`src/rtl/rra_pkg.sv`:
```
// Shared constants, types and codes of the receive-ring ARP responder.
package rra_pkg;

    // Ring geometry and transmit slots
    localparam int RING_BYTES = 8192;
    localparam int RING_PAD   = 16;
    localparam int TX_SLOTS   = 4;
    localparam int RING_MOD   = RING_BYTES + RING_PAD;
    localparam int OFS_W      = $clog2(RING_MOD);
    // offset + length + 7 before reduction
    localparam int ACC_W      = $clog2(RING_MOD + 65535 + 7);
    localparam int SLOT_W     = 2;

    // Reply frame
    localparam int REPLY_LEN  = 42;
    localparam int TX_MAX_LEN = 1500;
    localparam int RCNT_W     = $clog2(REPLY_LEN);
    localparam bit REPLY_FITS = (REPLY_LEN <= TX_MAX_LEN);

    localparam logic [15:0] ETH_ARP      = 16'h0806;
    localparam logic [15:0] ETH_IPV4     = 16'h0800;
    localparam logic [15:0] ARP_HW_ETHER = 16'h0001;
    localparam logic [15:0] ARP_OP_REPLY = 16'h0002;
    localparam logic [7:0]  ARP_HW_LEN   = 8'd6;
    localparam logic [7:0]  ARP_PROTO_LEN = 8'd4;
    localparam logic [31:0] OWN_IP_RESET = 32'h0A00_0002;

    // Result kinds
    localparam logic [1:0] KIND_REPLY   = 2'd0;
    localparam logic [1:0] KIND_ADVANCE = 2'd1;
    localparam logic [1:0] KIND_REJECT  = 2'd2;

    // Configuration register indexes
    localparam int          CFG_IDX_W  = 1;
    localparam int          CFG_DATA_W = 48;
    localparam logic [CFG_IDX_W-1:0] CFG_OWN_MAC = 1'b0;
    localparam logic [CFG_IDX_W-1:0] CFG_OWN_IP  = 1'b1;

    // Entry queue between front and back
    localparam int QUEUE_DEPTH = 2;
    localparam int QPTR_W      = $clog2(QUEUE_DEPTH);
    localparam int QCNT_W      = $clog2(QUEUE_DEPTH + 1);

    // One finished ring entry, as handed to the back end
    typedef struct packed {
        logic [4:0]  status;     // status bits 0..4
        logic [15:0] length;
        logic [15:0] ethertype;
        logic [47:0] peer_mac;
        logic [31:0] peer_ip;
    } t_job;

    typedef enum logic [1:0] {
        BK_IDLE,
        BK_REPLY,
        BK_MOD,
        BK_REPORT
    } t_back_state;

endpackage

```
`src/rtl/rra_in_if.sv`:
```
// Input byte channel of the responder.
interface rra_in_if;
    logic       valid;
    logic       ready;
    logic [7:0] data_byte;
    logic       entry_last;

    modport source (output valid, output data_byte, output entry_last, input ready);
    modport sink   (input valid, input data_byte, input entry_last, output ready);
endinterface

```
`src/rtl/rra_out_if.sv`:
```
// Result channel of the responder.
interface rra_out_if;
    logic        valid;
    logic        ready;
    logic [1:0]  result_kind;
    logic [7:0]  reply_byte;
    logic        reply_last;
    logic [1:0]  reply_slot;
    logic [15:0] release_pointer;
    logic [3:0]  rx_error_bits;
    logic [15:0] frame_type;

    modport source (output valid, output result_kind, output reply_byte, output reply_last,
                    output reply_slot, output release_pointer, output rx_error_bits,
                    output frame_type, input ready);
    modport sink   (input valid, input result_kind, input reply_byte, input reply_last,
                    input reply_slot, input release_pointer, input rx_error_bits,
                    input frame_type, output ready);
endinterface

```
`src/rtl/rx_ring_arp_responder.sv`:
```
// Top level of the receive-ring ARP responder: config registers, front, queue, back.
//
// The front end takes one ring entry byte per cycle and stalls only while the
// two-entry queue of finished entries is full. The back end works the queue in
// order: an accepted ARP entry takes 42 reply beats and an offset update,
// then one report beat; a rejected entry takes one report beat; other
// accepted entries wait on the compare-and-subtract loop that reduces the
// new ring offset modulo the ring size (up to 8 subtractions, hidden behind
// the reply burst for ARP frames). Results leave through an
// output register, one beat per cycle when the sink is ready. The station MAC
// and IP registers should be written only while no entry is in flight.
module rx_ring_arp_responder
    import rra_pkg::*;
(
    input  logic                  i_clk,
    input  logic                  i_rst_n,
    rra_in_if.sink                i_in,
    rra_out_if.source             o_out,
    input  logic                  i_cfg_we,
    input  logic [CFG_IDX_W-1:0]  i_cfg_idx,
    input  logic [CFG_DATA_W-1:0] i_cfg_wdata
);

    logic [47:0] r_own_mac;
    logic [31:0] r_own_ip;
    logic        push;
    logic        pop;
    logic        q_full;
    logic        q_empty;
    t_job        push_job;
    t_job        head_job;

    // Configuration registers
    always_ff @(posedge i_clk) begin
        if (!i_rst_n) begin
            r_own_mac <= '0;
            r_own_ip  <= OWN_IP_RESET;
        end else if (i_cfg_we) begin
            case (i_cfg_idx)
                CFG_OWN_MAC: r_own_mac <= i_cfg_wdata[47:0];
                CFG_OWN_IP:  r_own_ip  <= i_cfg_wdata[31:0];
                default:     ;
            endcase
        end
    end

    rra_front u_front (
        .i_clk    (i_clk),
        .i_rst_n  (i_rst_n),
        .i_in     (i_in),
        .i_q_full (q_full),
        .o_push   (push),
        .o_job    (push_job)
    );

    rra_queue u_queue (
        .i_clk   (i_clk),
        .i_rst_n (i_rst_n),
        .i_push  (push),
        .i_job   (push_job),
        .i_pop   (pop),
        .o_job   (head_job),
        .o_full  (q_full),
        .o_empty (q_empty)
    );

    rra_back u_back (
        .i_clk     (i_clk),
        .i_rst_n   (i_rst_n),
        .i_job     (head_job),
        .i_q_empty (q_empty),
        .o_pop     (pop),
        .i_own_mac (r_own_mac),
        .i_own_ip  (r_own_ip),
        .o_out     (o_out)
    );

endmodule

```
`src/rtl/rra_front.sv`:
```
// Front end: parses ring entry bytes and captures header and frame fields.
module rra_front
    import rra_pkg::*;
(
    input  logic    i_clk,
    input  logic    i_rst_n,
    rra_in_if.sink  i_in,
    input  logic    i_q_full,
    output logic    o_push,
    output t_job    o_job
);

    logic [15:0] r_idx,    n_idx;
    logic [4:0]  r_status, n_status;
    logic [15:0] r_len,    n_len;
    logic [15:0] r_etype,  n_etype;
    logic [47:0] r_mac,    n_mac;
    logic [31:0] r_ip,     n_ip;
    logic        beat;
    logic [7:0]  b;

    assign i_in.ready = !i_q_full;
    assign beat       = i_in.valid && i_in.ready;
    assign b          = i_in.data_byte;

    // Field capture for the current byte; byte 0 clears the entry
    always_comb begin
        if (r_idx == 16'd0) begin
            n_status = '0;
            n_len    = '0;
            n_etype  = '0;
            n_mac    = '0;
            n_ip     = '0;
        end else begin
            n_status = r_status;
            n_len    = r_len;
            n_etype  = r_etype;
            n_mac    = r_mac;
            n_ip     = r_ip;
        end
        case (r_idx)
            16'd0:   n_status       = b[4:0];
            16'd2:   n_len[7:0]     = b;
            16'd3:   n_len[15:8]    = b;
            16'd16:  n_etype[15:8]  = b;
            16'd17:  n_etype[7:0]   = b;
            default: ;
        endcase
        // source MAC, frame bytes 6..11
        for (int k = 0; k < 6; k++) begin
            if (r_idx == 16'(10 + k)) n_mac[47 - 8*k -: 8] = b;
        end
        // frame bytes 28..31
        for (int k = 0; k < 4; k++) begin
            if (r_idx == 16'(32 + k)) n_ip[31 - 8*k -: 8] = b;
        end

        // byte counter saturates on very long entries
        if (i_in.entry_last)
            n_idx = '0;
        else if (r_idx != 16'hFFFF)
            n_idx = r_idx + 16'd1;
        else
            n_idx = r_idx;
    end

    assign o_push          = beat && i_in.entry_last;
    assign o_job.status    = n_status;
    assign o_job.length    = n_len;
    assign o_job.ethertype = n_etype;
    assign o_job.peer_mac  = n_mac;
    assign o_job.peer_ip   = n_ip;

    always_ff @(posedge i_clk) begin
        if (!i_rst_n) begin
            r_idx    <= '0;
            r_status <= '0;
            r_len    <= '0;
            r_etype  <= '0;
            r_mac    <= '0;
            r_ip     <= '0;
        end else if (beat) begin
            r_idx    <= n_idx;
            r_status <= n_status;
            r_len    <= n_len;
            r_etype  <= n_etype;
            r_mac    <= n_mac;
            r_ip     <= n_ip;
        end
    end

endmodule

```
`src/rtl/rra_queue.sv`:
```
// Small queue of finished entries between front and back end.
module rra_queue
    import rra_pkg::*;
(
    input  logic i_clk,
    input  logic i_rst_n,
    input  logic i_push,
    input  t_job i_job,
    input  logic i_pop,
    output t_job o_job,
    output logic o_full,
    output logic o_empty
);

    t_job              r_mem [QUEUE_DEPTH];
    logic [QPTR_W-1:0] r_wp;
    logic [QPTR_W-1:0] r_rp;
    logic [QCNT_W-1:0] r_cnt;

    assign o_full  = (r_cnt == QCNT_W'(QUEUE_DEPTH));
    assign o_empty = (r_cnt == '0);
    assign o_job   = r_mem[r_rp];

    // Entry storage
    always_ff @(posedge i_clk) begin
        if (i_push) r_mem[r_wp] <= i_job;
    end

    // Pointers and fill count
    always_ff @(posedge i_clk) begin
        if (!i_rst_n) begin
            r_wp  <= '0;
            r_rp  <= '0;
            r_cnt <= '0;
        end else begin
            if (i_push)
                r_wp <= (r_wp == QPTR_W'(QUEUE_DEPTH - 1)) ? '0 : r_wp + 1'b1;
            if (i_pop)
                r_rp <= (r_rp == QPTR_W'(QUEUE_DEPTH - 1)) ? '0 : r_rp + 1'b1;
            if (i_push && !i_pop)
                r_cnt <= r_cnt + 1'b1;
            else if (!i_push && i_pop)
                r_cnt <= r_cnt - 1'b1;
        end
    end

    a_no_overflow: assert property (@(posedge i_clk) disable iff (!i_rst_n)
        i_push |-> !o_full)
        else $error("entry queue overflow");

    a_no_underflow: assert property (@(posedge i_clk) disable iff (!i_rst_n)
        i_pop |-> !o_empty)
        else $error("entry queue underflow");

endmodule

```
`src/rtl/rra_back.sv`:
```
// Back end: sends ARP replies, advances the ring offset and reports each entry.
module rra_back
    import rra_pkg::*;
(
    input  logic        i_clk,
    input  logic        i_rst_n,
    input  t_job        i_job,
    input  logic        i_q_empty,
    output logic        o_pop,
    input  logic [47:0] i_own_mac,
    input  logic [31:0] i_own_ip,
    rra_out_if.source   o_out
);

    t_back_state       r_state, n_state;
    t_job              r_job,   n_job;
    logic [1:0]        r_kind,  n_kind;
    logic [ACC_W-1:0]  r_acc,   n_acc;
    logic [RCNT_W-1:0] r_cnt,   n_cnt;
    logic [SLOT_W-1:0] r_slot,  n_slot;
    logic [OFS_W-1:0]  r_ofs,   n_ofs;

    // output register
    logic        r_ov,    n_ov;
    logic [1:0]  r_okind, n_okind;
    logic [7:0]  r_obyte, n_obyte;
    logic        r_olast, n_olast;
    logic [1:0]  r_oslot, n_oslot;
    logic [15:0] r_orp,   n_orp;
    logic [3:0]  r_oerr,  n_oerr;
    logic [15:0] r_otype, n_otype;

    logic             out_free;
    logic             acc_ge;
    logic [ACC_W-1:0] acc_red;
    logic [ACC_W-1:0] load_acc;
    logic [15:0]      rp_full;
    logic             can_load;
    logic             reply_end;

    // Byte i of the ARP reply frame
    function automatic logic [7:0] reply_octet(input logic [RCNT_W-1:0] i,
                                               input logic [47:0] pm,
                                               input logic [47:0] om,
                                               input logic [31:0] oip,
                                               input logic [31:0] pip);
        logic [7:0] v;
        v = '0;
        case (i) inside
            [0:5]:   v = pm[47 - 8*i -: 8];
            [6:11]:  v = om[47 - 8*(i - 6) -: 8];
            12:      v = ETH_ARP[15:8];
            13:      v = ETH_ARP[7:0];
            14:      v = ARP_HW_ETHER[15:8];
            15:      v = ARP_HW_ETHER[7:0];
            16:      v = ETH_IPV4[15:8];
            17:      v = ETH_IPV4[7:0];
            18:      v = ARP_HW_LEN;
            19:      v = ARP_PROTO_LEN;
            20:      v = ARP_OP_REPLY[15:8];
            21:      v = ARP_OP_REPLY[7:0];
            [22:27]: v = om[47 - 8*(i - 22) -: 8];
            [28:31]: v = oip[31 - 8*(i - 28) -: 8];
            [32:37]: v = pm[47 - 8*(i - 32) -: 8];
            [38:41]: v = pip[31 - 8*(i - 38) -: 8];
            default: v = '0;
        endcase
        return v;
    endfunction

    assign out_free  = !r_ov || o_out.ready;
    assign acc_ge    = (r_acc >= ACC_W'(RING_MOD));
    assign acc_red   = acc_ge ? r_acc - ACC_W'(RING_MOD) : r_acc;
    assign load_acc  = (ACC_W'(r_ofs) + ACC_W'(i_job.length) + ACC_W'(7)) & ~ACC_W'(3);
    assign rp_full   = 16'(r_ofs) - 16'(RING_PAD);
    assign reply_end = (r_cnt == RCNT_W'(REPLY_LEN - 1));

    // Next state and beat generation
    always_comb begin
        n_state  = r_state;
        n_job    = r_job;
        n_kind   = r_kind;
        n_acc    = r_acc;
        n_cnt    = r_cnt;
        n_slot   = r_slot;
        n_ofs    = r_ofs;
        n_ov     = r_ov && !o_out.ready;
        n_okind  = r_okind;
        n_obyte  = r_obyte;
        n_olast  = r_olast;
        n_oslot  = r_oslot;
        n_orp    = r_orp;
        n_oerr   = r_oerr;
        n_otype  = r_otype;
        o_pop    = 1'b0;
        can_load = 1'b0;

        case (r_state)
            BK_IDLE: begin
                can_load = 1'b1;
            end
            BK_REPLY: begin
                // offset reduction runs alongside the reply burst
                n_acc = acc_red;
                if (out_free) begin
                    n_ov    = 1'b1;
                    n_okind = KIND_REPLY;
                    n_obyte = reply_octet(r_cnt, r_job.peer_mac, i_own_mac,
                                          i_own_ip, r_job.peer_ip);
                    n_olast = reply_end;
                    n_oslot = r_slot;
                    n_orp   = '0;
                    n_oerr  = '0;
                    n_otype = '0;
                    if (reply_end) begin
                        n_slot  = (r_slot == SLOT_W'(TX_SLOTS - 1)) ? '0 : r_slot + 1'b1;
                        n_state = BK_MOD;
                    end else begin
                        n_cnt = r_cnt + 1'b1;
                    end
                end
            end
            BK_MOD: begin
                if (acc_ge) begin
                    n_acc = acc_red;
                end else begin
                    n_ofs   = r_acc[OFS_W-1:0];
                    n_state = BK_REPORT;
                end
            end
            BK_REPORT: begin
                if (out_free) begin
                    n_ov     = 1'b1;
                    n_okind  = r_kind;
                    n_obyte  = '0;
                    n_olast  = 1'b0;
                    n_oslot  = '0;
                    n_orp    = rp_full;
                    n_oerr   = r_job.status[4:1];
                    n_otype  = r_job.ethertype;
                    n_state  = BK_IDLE;
                    can_load = 1'b1;
                end
            end
            default: begin
                n_state = BK_IDLE;
            end
        endcase

        // Take the next finished entry
        if (can_load && !i_q_empty) begin
            o_pop = 1'b1;
            n_job = i_job;
            n_acc = load_acc;
            n_cnt = '0;
            if (!i_job.status[0]) begin
                n_kind  = KIND_REJECT;
                n_state = BK_REPORT;
            end else if (i_job.ethertype == ETH_ARP && REPLY_FITS) begin
                n_kind  = KIND_ADVANCE;
                n_state = BK_REPLY;
            end else begin
                n_kind  = KIND_ADVANCE;
                n_state = BK_MOD;
            end
        end
    end

    always_ff @(posedge i_clk) begin
        if (!i_rst_n) begin
            r_state <= BK_IDLE;
            r_slot  <= '0;
            r_ofs   <= '0;
            r_ov    <= 1'b0;
        end else begin
            r_state <= n_state;
            r_slot  <= n_slot;
            r_ofs   <= n_ofs;
            r_ov    <= n_ov;
        end
    end

    // Entry and output payload
    always_ff @(posedge i_clk) begin
        r_job   <= n_job;
        r_kind  <= n_kind;
        r_acc   <= n_acc;
        r_cnt   <= n_cnt;
        r_okind <= n_okind;
        r_obyte <= n_obyte;
        r_olast <= n_olast;
        r_oslot <= n_oslot;
        r_orp   <= n_orp;
        r_oerr  <= n_oerr;
        r_otype <= n_otype;
    end

    assign o_out.valid           = r_ov;
    assign o_out.result_kind     = r_okind;
    assign o_out.reply_byte      = r_obyte;
    assign o_out.reply_last      = r_olast;
    assign o_out.reply_slot      = r_oslot;
    assign o_out.release_pointer = r_orp;
    assign o_out.rx_error_bits   = r_oerr;
    assign o_out.frame_type      = r_otype;

    a_ofs_range: assert property (@(posedge i_clk) disable iff (!i_rst_n)
        32'(r_ofs) < RING_MOD)
        else $error("ring offset out of range");

    a_reply_arp_only: assert property (@(posedge i_clk) disable iff (!i_rst_n)
        r_state == BK_REPLY |-> r_job.status[0] && r_job.ethertype == ETH_ARP)
        else $error("reply burst for a non-ARP or rejected entry");

endmodule

```
`src/flat_wrapper.sv`:
```
// flat-port wrapper written by rule: the top's interface ports become plain ports
module rx_ring_arp_responder_flat import rra_pkg::*;
  (i_clk, i_rst_n, i_cfg_we, i_cfg_idx, i_cfg_wdata, i_in_valid, i_in_data_byte, i_in_entry_last, i_in_ready, o_out_valid, o_out_result_kind, o_out_reply_byte, o_out_reply_last, o_out_reply_slot, o_out_release_pointer, o_out_rx_error_bits, o_out_frame_type, o_out_ready);
  rra_in_if i_in_i ();
  rra_out_if o_out_i ();
  input  logic i_clk;
  input  logic i_rst_n;
  input  logic i_cfg_we;
  input  logic [CFG_IDX_W-1:0] i_cfg_idx;
  input  logic [CFG_DATA_W-1:0] i_cfg_wdata;
  input wire logic [$bits(i_in_i.valid)-1:0] i_in_valid;
  input wire logic [$bits(i_in_i.data_byte)-1:0] i_in_data_byte;
  input wire logic [$bits(i_in_i.entry_last)-1:0] i_in_entry_last;
  output wire logic [$bits(i_in_i.ready)-1:0] i_in_ready;
  output wire logic [$bits(o_out_i.valid)-1:0] o_out_valid;
  output wire logic [$bits(o_out_i.result_kind)-1:0] o_out_result_kind;
  output wire logic [$bits(o_out_i.reply_byte)-1:0] o_out_reply_byte;
  output wire logic [$bits(o_out_i.reply_last)-1:0] o_out_reply_last;
  output wire logic [$bits(o_out_i.reply_slot)-1:0] o_out_reply_slot;
  output wire logic [$bits(o_out_i.release_pointer)-1:0] o_out_release_pointer;
  output wire logic [$bits(o_out_i.rx_error_bits)-1:0] o_out_rx_error_bits;
  output wire logic [$bits(o_out_i.frame_type)-1:0] o_out_frame_type;
  input wire logic [$bits(o_out_i.ready)-1:0] o_out_ready;
  assign i_in_i.valid = i_in_valid;
  assign i_in_i.data_byte = i_in_data_byte;
  assign i_in_i.entry_last = i_in_entry_last;
  assign i_in_ready = i_in_i.ready;
  assign o_out_valid = o_out_i.valid;
  assign o_out_result_kind = o_out_i.result_kind;
  assign o_out_reply_byte = o_out_i.reply_byte;
  assign o_out_reply_last = o_out_i.reply_last;
  assign o_out_reply_slot = o_out_i.reply_slot;
  assign o_out_release_pointer = o_out_i.release_pointer;
  assign o_out_rx_error_bits = o_out_i.rx_error_bits;
  assign o_out_frame_type = o_out_i.frame_type;
  assign o_out_i.ready = o_out_ready;
  rx_ring_arp_responder u_core (.i_clk(i_clk), .i_rst_n(i_rst_n), .i_in(i_in_i), .o_out(o_out_i), .i_cfg_we(i_cfg_we), .i_cfg_idx(i_cfg_idx), .i_cfg_wdata(i_cfg_wdata));
endmodule
```
`config.mk`:
```
export PLATFORM = sky130hd
export DESIGN_NAME = rx_ring_arp_responder_flat
export DESIGN_NICKNAME = d
export VERILOG_FILES = /design/src/rtl/rra_pkg.sv /design/src/rtl/rra_in_if.sv /design/src/rtl/rra_out_if.sv /design/src/rtl/rx_ring_arp_responder.sv /design/src/rtl/rra_front.sv /design/src/rtl/rra_queue.sv /design/src/rtl/rra_back.sv /design/src/flat_wrapper.sv
export SDC_FILE = /design/constraint.sdc
export NUM_CORES = 1
export LEC_CHECK = 0
export BUFFER_PORTS_ARGS = -buffer_cell sky130_fd_sc_hd__clkbuf_2
export CORE_MARGIN = 5
export CORE_UTILIZATION = 55
export CTS_CLUSTER_SIZE = 28
export DETAILED_ROUTE_END_ITERATION = 16
export GPL_TIMING_DRIVEN = 0
export PLACE_DENSITY = 0.72
export SYNTH_ARGS = -nofsm -noshare
export SYNTH_HDL_FRONTEND = slang
export SYNTH_SLANG_ARGS = --single-unit
```
`constraint.sdc`:
```
create_clock -name i_clk -period 20.4 [get_ports i_clk]
set_input_delay 1.02 -clock i_clk [delete_from_list [all_inputs] [get_ports i_clk]]
set_output_delay 1.02 -clock i_clk [all_outputs]
set_load 0.05 [all_outputs]
```
==> impl_metrics.toml <==
[run_status]
status = "completed"

[hold_path]
hold_end = "u_core.r_own_ip[15]"
hp-start = "u_core.r_own_ip[15]"
hp-class = "reg2reg"
hold_depth = 2

[critical_path]
r2r_cells = 16
critPathSlowestCell = "ha_1"
crit_path_cell_trace = "buf_2 > buf_2 > buf_2 > buf_2 > inv_1 > ha_1 > buf_2 > buf_2 > inv_1 > ha_1 > xnor2_1 > xnor2_1 > nand4b_1 > o221a_2 > or3_1 > a311oi_1"
r2r_end = "u_core.u_back.o_out.reply_byte[6]"
reg2reg_from = "u_core.u_back.r_cnt[1]"
r2r_setup_slack_ps = 14600
crit_family = "buffers and inverters"
critPathLaunchType = "flip-flop"
cpMostUsedCell = "buf_2"
worstSetupPathType = "reg2reg"
cp_max_fo = 10
cp-end-kind = "flip-flop"
cp_slowest_stage_delay_ps = 570
worst-path-buf-inv = 8
cp.arrival_ps = 6190
cp.required_ps = 20790
crit_start = "u_core.u_back.r_cnt[1]"

[sta]
fin_crit_sh = 0.285
max_slew.worst_pin.slew_ps = 1090
fin_skew_ps = 31.2
period_needed_ps = 5800
hold_violations = 0
finalMaxSlewViolations = 0
maxSlewHeadroom = 0.271
finalSetupViolations = 0
grt_setup_unrepaired = "no"
fmax_mhz = 172
setup_tns_ps = 0

[global_route]
antenna_found_initial = 0
grt_pass1_wl_um = 113000
grt_max_degree = 58
grt_pass1_vias = 19500
grt_usage = 0.259
gr-total-overflow = 0

[clock_tree]
hold_buffers = 0
cts_tree = "built"
htree_num_levels = 3
cts_buffers = 68
cts.sinks = 638
cts_setup_buffers = 0
root_buffer = "clkbuf_16"
cts_buffer_depth = 3
ctsResizeCount = 0
clk_latency_ps = 600
clkTransAtPathRegs_ps = 60

[placement]
hpwl_um = 51600
gp_congestion = 0.902
place_inst = 3201
port_buffers = 103
dpl_cell_area_mm2 = 0.0294

[die]
start_util = 0.555
die-area_mm2 = 0.0551
core-area_mm2 = 0.0501
io_pins = 114
die_w_um = 235
rows = 82
die_h_um = 235

[logic_synthesis]
yosys.area.top_type_share = 0.429
syn_avg_cell_area_um2 = 11.5
ys_ff_latch = 638
synth_commonest_cells = "397 x edfxtp_1, 385 x nand2_1, 241 x dfxtp_1"
synth_area_leaders = "edfxtp_1 43%, dfxtp_1 17%, nand2_1 5.2%"
ys_seq_area_frac = 0.603
yosysMostFrequentCell = "edfxtp_1"
synth_area_mm2 = 0.0278
async_flop_share = 0
syn_inst = 2415
synth_top_flop_cell = "edfxtp_1"
yosysUniqueCellTypes = 80
synth_top_cell_by_area = "edfxtp_1"
ys.warnings.count = 0
synth_edf_count = 397

[power_and_ir_drop]
power_density_mw_per_mm2 = 119
p_leak_nw = 11.2
ir_worst_vdd_mv = 0.0612

[routing]
dr.pass1.iters = 8
drt_iter0_markers = 2201
routed_wl_um = 73800
num_vias = 19900
via_per_inst = 5.99
route.detailed.wl_per_inst_um = 22.2
antenna_left = 0
drc = 0

[cells_and_area]
antenna_cells = 0
area_delta_synth_final_pct = 13.6
fin_nets = 2716
final_cells = 3323
ff_latch_area_mm2 = 0.0167
fill_cells = 3885
multi_input_area_mm2 = 0.0102
drive_gt1_frac = 0.155
postLayoutCellArea_mm2 = 0.0316
fin_util = 0.630

[run]
maxCapViolCount = 0
tightest hold or removal path: stages, from the launching register on:
cell and delay [ps]:
dfxtp_1 300, nand2_1 50, a21oi_1 50
routing by layer:
metal	GRT usage	routed length [um]	vias up	part of all wire
li1	-	-	9150	-
met1	0.357	30800	9618	0.42
met2	0.411	34300	942	0.46
met3	0.0484	5880	186	0.080
met4	0.104	2830	0	0.038
met5	0	0	-	0
final cells by class:
class / count / share of cell area
multi-input cells: 1570 / 0.323
clock buffers: 89 / 0.0584
plain buffers: 173 / 0.0235
clock inverters: 33 / 0.0110
well taps: 672 / 0.0266
flip-flops and latches: 638 / 0.531
repair buffers: 113 / 0.0231
inverters: 35 / 0.00416
state kept, by name (all words and copies together) (netlist names), 2 cells and up, named ones only:
name	cells
u_core.u_back.r_job	101
u_core.u_queue.r_mem	234
u_core.u_back.r_acc	15
u_core.u_back.o_out.release_pointer	13
u_core.u_queue.r_cnt	2
u_core.u_back.o_out.rx_error_bits	4
u_core.r_own_mac	48
u_core.u_front.r_etype	16
u_core.r_own_ip	32
u_core.u_front.r_mac	48
u_core.u_back.o_out.frame_type	16
u_core.u_front.r_idx	16
u_core.u_front.r_ip	32
u_core.u_front.r_len	16
u_core.u_front.r_status	5
u_core.u_back.r_cnt	6
u_core.u_back.r_state	2
u_core.u_back.o_out.reply_byte	8
u_core.u_back.r_slot	2
u_core.u_back.r_ofs	12
u_core.u_back.o_out.reply_slot	2
u_core.u_back.o_out.result_kind	2
placed cells by master, fill, tap and decap left out, types with 48 or more instances in the layout:
master,synthesis,final
dfxtp_1,241,241
o21ai_0,68,68
a21oi_1,216,216
nand3_1,130,130
mux2_2,122,122
a22o_1,98,98
nor2_1,111,110
clkbuf_16,0,70
ha_1,53,53
nand2_1,385,385
clkbuf_1,124,141
and2_1,48,48
clkbuf_2,0,103
edfxtp_1,397,397
cell families (layout without fill, tap and decap cells):
logic type	Yosys count	after routing	share of synthesized area
AO/OA/AOI/OAI	479	479	0.110
other	1	2	0.000135
flip-flops	638	638	0.603
buffers and inverters	208	443	0.0313
adder cells (fa/ha/maj)	54	54	0.0246
XOR/XNOR	52	52	0.0167
multiplexers	184	184	0.0821
AND/OR/NAND/NOR	799	799	0.132
power by group:
group          internal [mW]  switching (mW)  total, mW
Sequential              1.63          0.0820       1.71
Clock                  0.715           0.502       1.22
Combinational          0.275           0.566      0.841
Total                   2.62            1.15       3.77
per-stage QoR:
step	worst slack [ps]	hold slack [ps]	power, mW
2_1_floorplan	13410	432	2.29
3_3_place_gp	10160	439	2.56
5_1_grt	14350	473	3.92
3_5_place_dp	14680	446	2.57
4_1_cts	14660	454	3.78
6_report	14600	452	3.77
worst max-delay path by stage:
stage / end / slack (ps) / cells after the start
2_1_floorplan: u_core.u_queue.r_mem[0][0] / 13410 / 5
3_3_place_gp: u_core.u_queue.r_mem[0][41] / 10160 / 6
3_5_place_dp: u_core.u_back.o_out.reply_byte[6] / 14680 / 16
4_1_cts: u_core.u_back.o_out.reply_byte[6] / 14660 / 16
5_1_grt: u_core.u_back.o_out.reply_byte[6] / 14350 / 16
6_report: u_core.u_back.o_out.reply_byte[6] / 14600 / 16
(Power assumes the default switching activity.)
